<file path="config.mk">
export PLATFORM = sky130hd
export DESIGN_NAME = npp_rem_unit
export DESIGN_NICKNAME = d
export VERILOG_FILES = /design/src/rtl/npp_pkg.sv /design/src/rtl/npp_rem_unit.sv
export SDC_FILE = /design/constraint.sdc
export NUM_CORES = 1
export LEC_CHECK = 0
export BUFFER_PORTS_ARGS = -buffer_cell sky130_fd_sc_hd__buf_2
export CORE_ASPECT_RATIO = 1.25
export CORE_UTILIZATION = 31
export DETAILED_ROUTE_END_ITERATION = 16
export SYNTH_ARGS = -nofsm -noshare
export SYNTH_HDL_FRONTEND = slang
export SYNTH_SLANG_ARGS = --single-unit
</file>
<file path="constraint.sdc">
create_clock -name clk -period 2.8 [get_ports clk]
set_input_delay 0.56 -clock clk [delete_from_list [all_inputs] [get_ports clk]]
set_output_delay 0.56 -clock clk [all_outputs]
set_load 0.05 [all_outputs]
</file>
<file path="src/rtl/npp_pkg.sv">
`default_nettype none

package npp_pkg;

    localparam int VALUE_BITS_DEFAULT = 24;
    localparam int LIMIT_BITS         = 24;
    localparam int INDEX_BITS         = 16;
    localparam int DIV_BITS           = LIMIT_BITS / 2 + 1;
    localparam int DSQ_BITS           = 2 * DIV_BITS;

    localparam logic [LIMIT_BITS-1:0] LIMIT_RESET = LIMIT_BITS'(1000000);
    localparam logic [DIV_BITS-1:0]   FIRST_DIVISOR = DIV_BITS'(2);

    typedef struct packed {
        logic done;
        logic rem_zero;
    } div_status_t;

endpackage

`default_nettype wire

</file>
<file path="src/rtl/npp_rem_unit.sv">
`default_nettype none

module npp_rem_unit
    import npp_pkg::*;
#(
    parameter int DIVIDEND_BITS = LIMIT_BITS,
    parameter int DIVISOR_BITS  = DIV_BITS
)
(
    input  wire logic                     clk,
    input  wire logic                     rst_n,
    input  wire logic                     start,
    input  wire logic [DIVIDEND_BITS-1:0] dividend,
    input  wire logic [DIVISOR_BITS-1:0]  divisor,
    output div_status_t                   status
);
    localparam int CNT_BITS = $clog2(DIVIDEND_BITS);
    localparam logic [CNT_BITS-1:0] LAST_BIT = CNT_BITS'(DIVIDEND_BITS - 1);

    logic                     busy_reg;
    logic                     done_reg;
    logic [CNT_BITS-1:0]      cnt_reg;
    logic [DIVIDEND_BITS-1:0] dividend_reg;
    logic [DIVISOR_BITS-1:0]  divisor_reg;
    logic [DIVISOR_BITS-1:0]  rem_reg;

    logic [DIVISOR_BITS:0]    shifted;
    logic [DIVISOR_BITS:0]    diff;
    logic                     fits;
    logic [DIVISOR_BITS-1:0]  rem_next;

    // one restoring step: shift in the next dividend bit, subtract if it fits
    always_comb
    begin
        shifted  = {rem_reg, dividend_reg[DIVIDEND_BITS-1]};
        diff     = shifted - {1'b0, divisor_reg};
        fits     = shifted >= {1'b0, divisor_reg};
        rem_next = fits ? diff[DIVISOR_BITS-1:0] : shifted[DIVISOR_BITS-1:0];
    end

    always_ff @(posedge clk or negedge rst_n)
    begin
        if (!rst_n)
        begin
            busy_reg <= 1'b0;
            done_reg <= 1'b0;
            cnt_reg  <= '0;
        end
        else
        begin
            done_reg <= 1'b0;
            if (start)
            begin
                busy_reg <= 1'b1;
                cnt_reg  <= '0;
            end
            else if (busy_reg)
            begin
                cnt_reg <= cnt_reg + 1'b1;
                if (cnt_reg == LAST_BIT)
                begin
                    busy_reg <= 1'b0;
                    done_reg <= 1'b1;
                end
            end
        end
    end

    always_ff @(posedge clk)
    begin
        if (start)
        begin
            dividend_reg <= dividend;
            divisor_reg  <= divisor;
            rem_reg      <= '0;
        end
        else if (busy_reg)
        begin
            dividend_reg <= {dividend_reg[DIVIDEND_BITS-2:0], 1'b0};
            rem_reg      <= rem_next;
        end
    end

    assign status.done     = done_reg;
    assign status.rem_zero = (rem_reg == '0);

endmodule

`default_nettype wire

</file>
==> impl_metrics.ini, run 1 <==
[floorplanning]
placeableCoreArea_mm2 = 0.00966
floorplan.io_pins = 42
floorplan.initialDensity_pct = 32.1
floorplan.die.width_um = 91.4
row_count = 40
die_area_mm2 = 0.0104
chipHeight_um = 114

[global_routing]
grt_pass1_wl_mm = 10.3
grt_max_degree = 26
grt.overflow.total = 0
first_global_vias = 2166
grt_antenna_before_repair = 0
grt_usage_pct = 12.9

[logic_synthesis]
async_reset_ff_share_pct = 12.3
synth_edf_count = 37
netlist.area_leader.share_pct = 35.9
ys.warnings.count = 0
synth.largest_area_cell = sky130_fd_sc_hd__edfxtp_1
synth.lib_cells_used.distinct = 56
yosys.area_share.simple_pct = 11.9
mappedNetlistArea_mm2 = 0.00310
synth_xor_area_share_pct = 3.39
synth_cells = 264
compound_gate_portion_of_the_synthesized_area_pct = 13.5
synth_top_family_by_area = compound AO/OA/AOI/OAI gates
dominantRegCellSynth = sky130_fd_sc_hd__edfxtp_1
sequential_cell_area_fraction_in_the_yosys_report_pct = 49.9
synth.avg_cell_area_um2 = 11.7
synth_fp_nets = 319
synth.cells.most_frequent = 37 x sky130_fd_sc_hd__edfxtp_1, 23 x sky130_fd_sc_hd__mux2_2, 22 x sky130_fd_sc_hd__nor2_1
synthAdderAreaFrac_pct = 6.30
ys_seq_elements = 57
synthMostInstantiatedCell = sky130_fd_sc_hd__edfxtp_1
muxShareOfSynthArea_pct = 10.5
cell_types_occupying_the_most_area_after_synthesis = sky130_fd_sc_hd__edfxtp_1 36%, sky130_fd_sc_hd__dfxtp_1 8.4%, sky130_fd_sc_hd__mux2_2 8.4%

[cts]
numCtsBuffers = 9
worst_skew_pair.late_latency_ns = 0.33
ctsHtreeMaxLevel = 3
cts_tree = built
post-cts-setup-buffer-count = 0
cts_root_buffer = sky130_fd_sc_hd__clkbuf_16
numClockSinks = 57
post_cts_hold_buffer_count = 0
clkTransAtPathRegs_ns = 0.05
ctsLongestPathBuffers = 2
cts_resized = 0

[timing]
final.min_clock_period_ns = 2.48
fin_hold_ws_ns = 0.0631
grt_setup_unrepaired = false
layout_worst_path_cycle_share_pct = 88.5
final_setup_vio_count = 0
achievable-frequency_mhz = 403
timing_max_transition_violations_final = 0
tns_ns = 0
clock_skew_ns = 0.00929
worst-slew-pin-transition_ns = 0.513
slew-limit-headroom_pct = 65.8
timing.final.hold_violations = 0

[drt]
detail_route.wirelength_mm = 6.23
detailedRoute.firstPassIterationCount = 4
route.vias.total = 2132
ant_nets = 0
drt-vias-per-instance = 4.88
wire_per_inst_um = 14.3
post-route-drc-count = 0
drt-initial-drc-count = 125

[status]
outcome = completed

[worst_hold_path]
min-delay-path-class = in -> async

[placed_design]
post-place-cells = 421
dp_hpwl_mm = 4.46
portBuffers = 41
globalplace.congestion = 0.823

[critical_path]
timing.critical_path.required_ns = 3.05
max_stage_delay_ns = 0.39
critPathArrivalTime_ns = 2.73
critical-path-top-delay-family = compound AO/OA/AOI/OAI gates
crit_path_top_delay_cell = sky130_fd_sc_hd__fa_1
crit_type = reg -> reg
setup.worst_path.start_class = register
cp_cell_sequence = inv_1 > ha_1 > fa_1 > nand2b_1 > a211oi_1 > o211ai_1 > nand3_4 > mux2_4 > a211oi_2
worst_setup_path_end_kind = register
worst-path-buf-inv = 1
critical_path_peak_fanout = 18

[job]
max_cap_viol_count = 0

[layout]
nets = 361
final_layout_size_suffix_gt1_share_pct = 31.5
largest_register_ffs = 24
num_antenna_cells = 0
finalNonFillerCells = 437
area_growth_pct = 20.1

[pwr]
p_leak_nw = 1.56
ir_worst_vdd_mv = 0.381
power-per-cell-area_mw_per_mm2 = 874
[path summary, 6_finish.rpt]
| check | from | endpoint | slack, ns | cells past startpoint |
|---|---|---|---|---|
| worst max-delay path | dividend_reg[23]$_DFFE_PP_ | rem_reg[0]$_SDFFE_PP0P_ | 0.32 | 9 |
| worst min-delay path | rst_n | done_reg$_DFF_PN0_ | 0.06 | 1 |
| worst max register to register | dividend_reg[23]$_DFFE_PP_ | rem_reg[0]$_SDFFE_PP0P_ | 0.32 | 9 |
| worst min register to register | rem_reg[4]$_SDFFE_PP0P_ | rem_reg[4]$_SDFFE_PP0P_ | 0.53 | 2 |
| max in group asynchronous | rst_n | cnt_reg[2]$_DFFE_PN0P_ | 2.57 | 1 |
| min in group clk | divisor[5] | divisor_reg[5]$_DFFE_PP_ | 0.40 | 1 |
[cell families (layout without fill, tap and decap cells)]
group | count (synthesis) | in the layout
muxes | 29 | 29
buffers and inverters | 30 | 77
DFF | 57 | 57
xor gates and xnor gates | 12 | 12
adders and majority gates | 15 | 15
AOI/OAI and AO/OA | 52 | 52
and+or+nand+nor | 69 | 69
[power breakdown]
group | switching [W] | internal [W]
registers | 0.0000962 | 0.00102
logic | 0.000590 | 0.000438
clock network | 0.000396 | 0.000713
total | 0.00108 | 0.00217
[cell type report]
class	count	area [µm²]
Clock buffer	10	239
Clock inverter	6	65.1
Fill cell	945	5940
Inverter	16	60.1
Multi-Input combinational cell	177	1420
Sequential cell	57	1550
Tap cell	126	158
Timing Repair Buffer	45	235
[per-layer routing]
metal	GRT usage [%]	vias to the layer above	share of wire [%]
met1	15.3	1002	45
met5	0	-	0
met3	3.47	12	4.9
met4	6.88	0	2.3
li1	-	1069	-
met2	21.4	49	47
[cells in the final DEF, fill, tap and decap left out, drive strengths merged, types with 10 or more instances in the layout]
cell	Yosys	routed
edfxtp	37	37
nand2	13	13
mux2	24	24
nor2	22	22
dfxtp	13	13
inv	16	17
buf	7	45
clkbuf	7	10
ha	14	14
nand2b	10	10
[stage by stage]
| stage | setup WS, ns | util (%) | total power (W) | instance area [µm²] |
|---|---|---|---|---|
| after global placement | 0.405 | 35.4 | 0.00213 | 3420 |
| after floorplan | 0.466 | - | 0.00194 | 3100 |
| final | 0.322 | 38.5 | 0.00325 | 3720 |
| after detailed placement | 0.340 | 35.4 | 0.00215 | 3420 |
| after global routing | 0.182 | 38.5 | 0.00342 | 3720 |
| after CTS | 0.314 | 38.5 | 0.00327 | 3720 |
[worst reg2reg max path, stage by stage, from the launching register on]
cell,delay [ns]
sky130_fd_sc_hd__edfxtp_1,0.32
sky130_fd_sc_hd__inv_1,0.06
sky130_fd_sc_hd__ha_1,0.22
sky130_fd_sc_hd__fa_1,0.39
sky130_fd_sc_hd__nand2b_1,0.19
sky130_fd_sc_hd__a211oi_1,0.27
sky130_fd_sc_hd__o211ai_1,0.17
sky130_fd_sc_hd__nand3_4,0.25
sky130_fd_sc_hd__mux2_4,0.34
sky130_fd_sc_hd__a211oi_2,0.19
No activity file was read; power rests on OpenSTA's default activity.
==> run 2, diff against run 1 <==
--- a/config.mk
+++ b/config.mk
@@ -8,6 +8,7 @@
 export BUFFER_PORTS_ARGS = -buffer_cell sky130_fd_sc_hd__buf_2
 export CORE_ASPECT_RATIO = 1.25
 export CORE_UTILIZATION = 31
+export CTS_CLUSTER_DIAMETER = 50
 export DETAILED_ROUTE_END_ITERATION = 16
 export SYNTH_ARGS = -nofsm -noshare
 export SYNTH_HDL_FRONTEND = slang
==> constraint.sdc (replaced) <==
create_clock -name clk -period 2.89 [get_ports clk]
set_input_delay 0.578 -clock clk [delete_from_list [all_inputs] [get_ports clk]]
set_output_delay 0.578 -clock clk [all_outputs]
set_load 0.05 [all_outputs]
==> run 2 against run 1 <==
Effect of this change:
- via count increased by 1.4%
- sequential share of layout area about the same
- critical path depth unchanged
- sequential power about the same
- maximum frequency increased by 0.54%
- global-route usage decreased by 0.17 points
- first-iteration DRC count decreased by 9.6%
- count of clock-buffer cells in the layout increased by 1
- sequential cell count unchanged
==> impl_metrics.ini, run 2 (synthesis results as in run 1) <==
[job]
max_cap_viol_count = 0

[layout]
num-fill-cells = 937
num_antenna_cells = 0
largest_register_ffs = 24
nets = 362
final_layout_size_suffix_gt1_share_pct = 31.4
regArea_mm2 = 0.00155
final_core_util_pct = 38.5
area_of_the_multi_input_gates_mm2 = 0.00142
mostFrequentLayoutCells = 41 x sky130_fd_sc_hd__buf_2, 37 x sky130_fd_sc_hd__edfxtp_1, 23 x sky130_fd_sc_hd__mux2_2
area_growth_pct = 20.2
layout.cells.most_common = sky130_fd_sc_hd__buf_2
finalNonFillerCells = 438

[critical_path]
r2r_start = dividend_reg[23]$_DFFE_PP_
setup.worst_path.start_class = register
crit_end = rem_reg[0]$_SDFFE_PP0P_
worst_setup_slack_for_register_to_register_paths_ns = 0.42
worst-path-buf-inv = 1
critPathArrivalTime_ns = 2.71
crit_path_start = dividend_reg[23]$_DFFE_PP_
max_stage_delay_ns = 0.39
worst_r2r_endpoint = rem_reg[0]$_SDFFE_PP0P_
crit_type = reg -> reg
timing.critical_path.required_ns = 3.13
cp_cell_sequence = inv_1 > ha_1 > fa_1 > nand2b_1 > a211oi_1 > o211ai_1 > nand3_4 > mux2_4 > a211oi_2
cp_num_cells = 9
rr_worst_depth = 9
worst_setup_path_end_kind = register
critical-path-top-delay-family = compound AO/OA/AOI/OAI gates
critical_path_peak_fanout = 18
crit_path_top_delay_cell = sky130_fd_sc_hd__fa_1

[global_routing]
first_global_vias = 2229
grt.overflow.total = 0
grt_antenna_before_repair = 0
grt_max_degree = 25
grt_pass1_wl_mm = 10.3
grt_usage_pct = 12.7

[timing]
post-route-worst-setup-slack_ns = 0.425
grt_setup_unrepaired = false
fin_hold_ws_ns = 0.0839
timing_max_transition_violations_final = 0
final_setup_vio_count = 0
clock_skew_ns = 0.00485
tns_ns = 0
timing.final.hold_violations = 0
layout_worst_path_cycle_share_pct = 85.3
slew-limit-headroom_pct = 75.0
achievable-frequency_mhz = 406
worst-slew-pin-transition_ns = 0.375
final.min_clock_period_ns = 2.47

[pwr]
share_clk_of_total_power_pct = 33.5
power-per-cell-area_mw_per_mm2 = 837
seq_power_share_pct = 34.7
p_leak_nw = 1.56
switching_share_pct = 32.6
ir_worst_vdd_mv = 0.383
power.switching_w = 0.00102
share_comb_of_total_power_pct = 31.8
power_report.internal_total_w = 0.00210

[drt]
wire_per_inst_um = 13.8
post-route-drc-count = 0
detail_route.wirelength_mm = 6.05
drt-vias-per-instance = 4.93
route.vias.total = 2161
drt-initial-drc-count = 113
detailedRoute.firstPassIterationCount = 4
ant_nets = 0

[cts]
post-cts-setup-buffer-count = 0
ctsLongestPathBuffers = 2
numClockSinks = 57
cts_resized = 0
post_cts_hold_buffer_count = 0
cts_root_buffer = sky130_fd_sc_hd__clkbuf_16
worst_skew_pair.late_latency_ns = 0.32
clkTransAtPathRegs_ns = 0.05
ctsHtreeMaxLevel = 3
cts_tree = built
numCtsBuffers = 9

[placed_design]
portBuffers = 41
dp_hpwl_mm = 4.51
pre_cts_slack_ns = 0.423
globalplace.congestion = 0.812
post-place-cells = 422

[floorplanning]
row_count = 40
chipHeight_um = 114
floorplan.die.width_um = 91.4
floorplan.initialDensity_pct = 32.1
die_area_mm2 = 0.0104
floorplan.io_pins = 42
placeableCoreArea_mm2 = 0.00966

[worst_hold_path]
min-delay-path-class = in -> async

[status]
outcome = completed
run 2: cell types whose count changed in the layout (fill, tap and decap cells not counted):
| cell | change |
|---|---|
| sky130_fd_sc_hd__clkinv_4 | -1 |
| sky130_fd_sc_hd__clkbuf_1 | +1 |
| sky130_fd_sc_hd__inv_6 | -1 |
| sky130_fd_sc_hd__clkinvlp_4 | +1 |
| sky130_fd_sc_hd__buf_4 | +1 |
run 2: power by group through the flow:
stage	Combinational (W)	Sequential (W)	Clock, W
after floorplan	0.000818	0.00106	0
after global placement	0.000973	0.00109	0
after detailed placement	0.000986	0.00109	0
after CTS	0.000993	0.00108	0.00108
after global routing	0.00109	0.00109	0.00111
final	0.000989	0.00108	0.00104
run 2: cell type report:
class | instances | area share, %
clock buffer | 11 | 6.52
clock inverter | 5 | 1.48
sequential | 57 | 41.6
multi-input combinational | 177 | 38.1
timing repair buffer | 46 | 6.52
inverter | 16 | 1.61
tap | 126 | 4.24
run 2: worst min path at each step:
stage                                        end  slack, ns   from
after CTS                     done_reg$_DFF_PN0_       0.08  rst_n
after detailed placement      done_reg$_DFF_PN0_       0.43  rst_n
after global routing          done_reg$_DFF_PN0_       0.09  rst_n
after global placement    cnt_reg[2]$_DFFE_PN0P_       0.43  rst_n
final                         done_reg$_DFF_PN0_       0.08  rst_n
after floorplan               busy_reg$_DFF_PN0_       0.28  rst_n
run 2: worst register-to-register path, stage by stage, from the launching register on:
cell and delay (ns):
sky130_fd_sc_hd__edfxtp_1 0.32, sky130_fd_sc_hd__inv_1 0.05, sky130_fd_sc_hd__ha_1 0.22, sky130_fd_sc_hd__fa_1 0.39, sky130_fd_sc_hd__nand2b_1 0.20, sky130_fd_sc_hd__a211oi_1 0.27, sky130_fd_sc_hd__o211ai_1 0.17, sky130_fd_sc_hd__nand3_4 0.25
sky130_fd_sc_hd__mux2_4 0.33, sky130_fd_sc_hd__a211oi_2 0.20
run 2: stage by stage:
step	instance area [µm²]	total power, W
detailed placement	3420	0.00208
global route	3720	0.00329
floorplan	3100	0.00188
finish	3720	0.00311
CTS	3720	0.00315
global placement	3420	0.00207
run 2: layer usage:
metal | GRT usage (%) | vias to the layer above | routed length (µm)
met5 | 0 | - | 0
li1 | - | 1069 | -
met3 | 3.33 | 16 | 276
met2 | 21.2 | 56 | 2970
met1 | 14.9 | 1020 | 2610
met4 | 7.09 | 0 | 199
==> run 3, diff against run 2 <==
--- a/config.mk
+++ b/config.mk
@@ -6,10 +6,14 @@
 export NUM_CORES = 1
 export LEC_CHECK = 0
 export BUFFER_PORTS_ARGS = -buffer_cell sky130_fd_sc_hd__buf_2
+export CELL_PAD_IN_SITES_DETAIL_PLACEMENT = 1
+export CELL_PAD_IN_SITES_GLOBAL_PLACEMENT = 1
 export CORE_ASPECT_RATIO = 1.25
 export CORE_UTILIZATION = 31
 export CTS_CLUSTER_DIAMETER = 50
 export DETAILED_ROUTE_END_ITERATION = 16
+export PLACE_DENSITY_LB_ADDON = 0.1
+export REMOVE_ABC_BUFFERS = 1
 export SYNTH_ARGS = -nofsm -noshare
 export SYNTH_HDL_FRONTEND = slang
 export SYNTH_SLANG_ARGS = --single-unit
==> run 3 against run 2 <==
Effect of this change:
- worst hold slack got worse by 0.0020 ns
- first-iteration DRC count decreased by 34%
- final cell count decreased by 0.46%
- sequential share of layout area increased by 0.17 points
- sequential cell count unchanged
- count of clock-buffer cells in the layout increased by 1
- via count decreased by 0.14%
- maximum frequency decreased by 2.3%
- sequential power about the same
- clock power about the same
- core utilization decreased by 0.16 points
- clock skew increased by 0.0026 ns
- highest routed layer unchanged
==> impl_metrics.ini, run 3 (synthesis results as in run 1) <==
[global_routing]
grt_usage_pct = 14.4
grt_pass1_wl_mm = 11.4
grt_antenna_before_repair = 0
grt_max_degree = 59
grt.overflow.total = 0
first_global_vias = 2326

[layout]
num-fill-cells = 1060
num_antenna_cells = 0
mostFrequentLayoutCells = 41 x sky130_fd_sc_hd__buf_2, 37 x sky130_fd_sc_hd__edfxtp_1, 23 x sky130_fd_sc_hd__mux2_2
final_layout_size_suffix_gt1_share_pct = 30.3
area_growth_pct = 19.7
nets = 360
layout.cells.most_common = sky130_fd_sc_hd__buf_2
largest_register_ffs = 24

[timing]
tns_ns = 0
clock_skew_ns = 0.00748
fin_hold_ws_ns = 0.0818
timing.final.hold_violations = 0
post-route-worst-setup-slack_ns = 0.366
slew-limit-headroom_pct = 75.4
achievable-frequency_mhz = 396
grt_setup_unrepaired = false
final.min_clock_period_ns = 2.52
timing_max_transition_violations_final = 0
final_setup_vio_count = 0
worst-slew-pin-transition_ns = 0.365
layout_worst_path_cycle_share_pct = 87.3

[critical_path]
setup.worst_path.start_class = register
max_stage_delay_ns = 0.38
critPathArrivalTime_ns = 2.76
worst_setup_path_end_kind = register
cp_cell_sequence = inv_1 > ha_1 > fa_1 > nand2b_1 > a211oi_1 > o211ai_1 > nand3_4 > mux2_4 > a211oi_2
critical-path-top-delay-family = compound AO/OA/AOI/OAI gates
worst-path-buf-inv = 1
crit_type = reg -> reg
crit_path_top_delay_cell = sky130_fd_sc_hd__fa_1
critical_path_peak_fanout = 18
timing.critical_path.required_ns = 3.13

[floorplanning]
placeableCoreArea_mm2 = 0.00966
row_count = 40
floorplan.io_pins = 42
floorplan.initialDensity_pct = 32.1
floorplan.die.width_um = 91.4
chipHeight_um = 114
die_area_mm2 = 0.0104

[drt]
wire_per_inst_um = 15.6
drt-initial-drc-count = 75
post-route-drc-count = 0
ant_nets = 0
route.vias.total = 2158
drt-vias-per-instance = 4.95
detail_route.wirelength_mm = 6.81
detailedRoute.firstPassIterationCount = 4

[cts]
ctsHtreeMaxLevel = 3
numCtsBuffers = 9
worst_skew_pair.late_latency_ns = 0.32
ctsLongestPathBuffers = 2
cts_tree = built
cts_resized = 0
numClockSinks = 57
cts_root_buffer = sky130_fd_sc_hd__clkbuf_16
post-cts-setup-buffer-count = 0
post_cts_hold_buffer_count = 0
clkTransAtPathRegs_ns = 0.05

[pwr]
p_leak_nw = 1.56
power-per-cell-area_mw_per_mm2 = 840
ir_worst_vdd_mv = 0.287

[job]
max_cap_viol_count = 0

[placed_design]
portBuffers = 41
dp_hpwl_mm = 4.90
pre_cts_slack_ns = 0.384
globalplace.congestion = 0.726

[worst_hold_path]
min-delay-path-class = in -> async

[status]
outcome = completed
## run 3: cell count changes in the layout (fill, tap and decap cells not counted), sizes merged
cell / before / now
clkbuf: 11 / 12
buf: 46 / 44
clkinv: 2 / 3
clkinvlp: 2 / 0
## run 3: routing by layer
layer	vias to the layer above	share of wire [%]	track usage, %
met5	-	0	0
met4	0	1.5	5.71
met3	7	4.4	4.93
met2	40	49	23.7
met1	1049	45	17.4
li1	1062	-	-
## run 3: final timing paths
path | from | to | slack, ns | cells after the start
max | dividend_reg[23]$_DFFE_PP_ | rem_reg[0]$_SDFFE_PP0P_ | 0.37 | 9
min | rst_n | cnt_reg[4]$_DFFE_PN0P_ | 0.08 | 1
max reg2reg | dividend_reg[23]$_DFFE_PP_ | rem_reg[0]$_SDFFE_PP0P_ | 0.37 | 9
min reg2reg | rem_reg[4]$_SDFFE_PP0P_ | rem_reg[4]$_SDFFE_PP0P_ | 0.53 | 2
max in group asynchronous | rst_n | done_reg$_DFF_PN0_ | 2.64 | 1
min in group clk | divisor[7] | divisor_reg[7]$_DFFE_PP_ | 0.43 | 1
## run 3: stage by stage
step                std cells  utilization [%]  instance area, µm²  total power [W]
detailed placement        420             35.3                3410          0.00210
global route              436             38.4                3710          0.00330
global placement          420             35.3                3410          0.00209
finish                    436             38.4                3710          0.00311
floorplan                 250                -                3020          0.00182
CTS                       436             38.4                3710          0.00317
## run 3: layout make-up
type	instances	area [µm²]	area share, %
clock buffers	12	246	6.65
clock inverters	4	45.0	1.22
inverters	16	60.1	1.62
multi-input cells	177	1410	38.0
flip-flops and latches	57	1550	41.7
well taps	126	158	4.25
repair buffers	44	240	6.48
## run 3: power breakdown
group	internal, W	switching [W]
Sequential	0.000988	0.0000873
Clock	0.000685	0.000356
Combinational	0.000421	0.000578
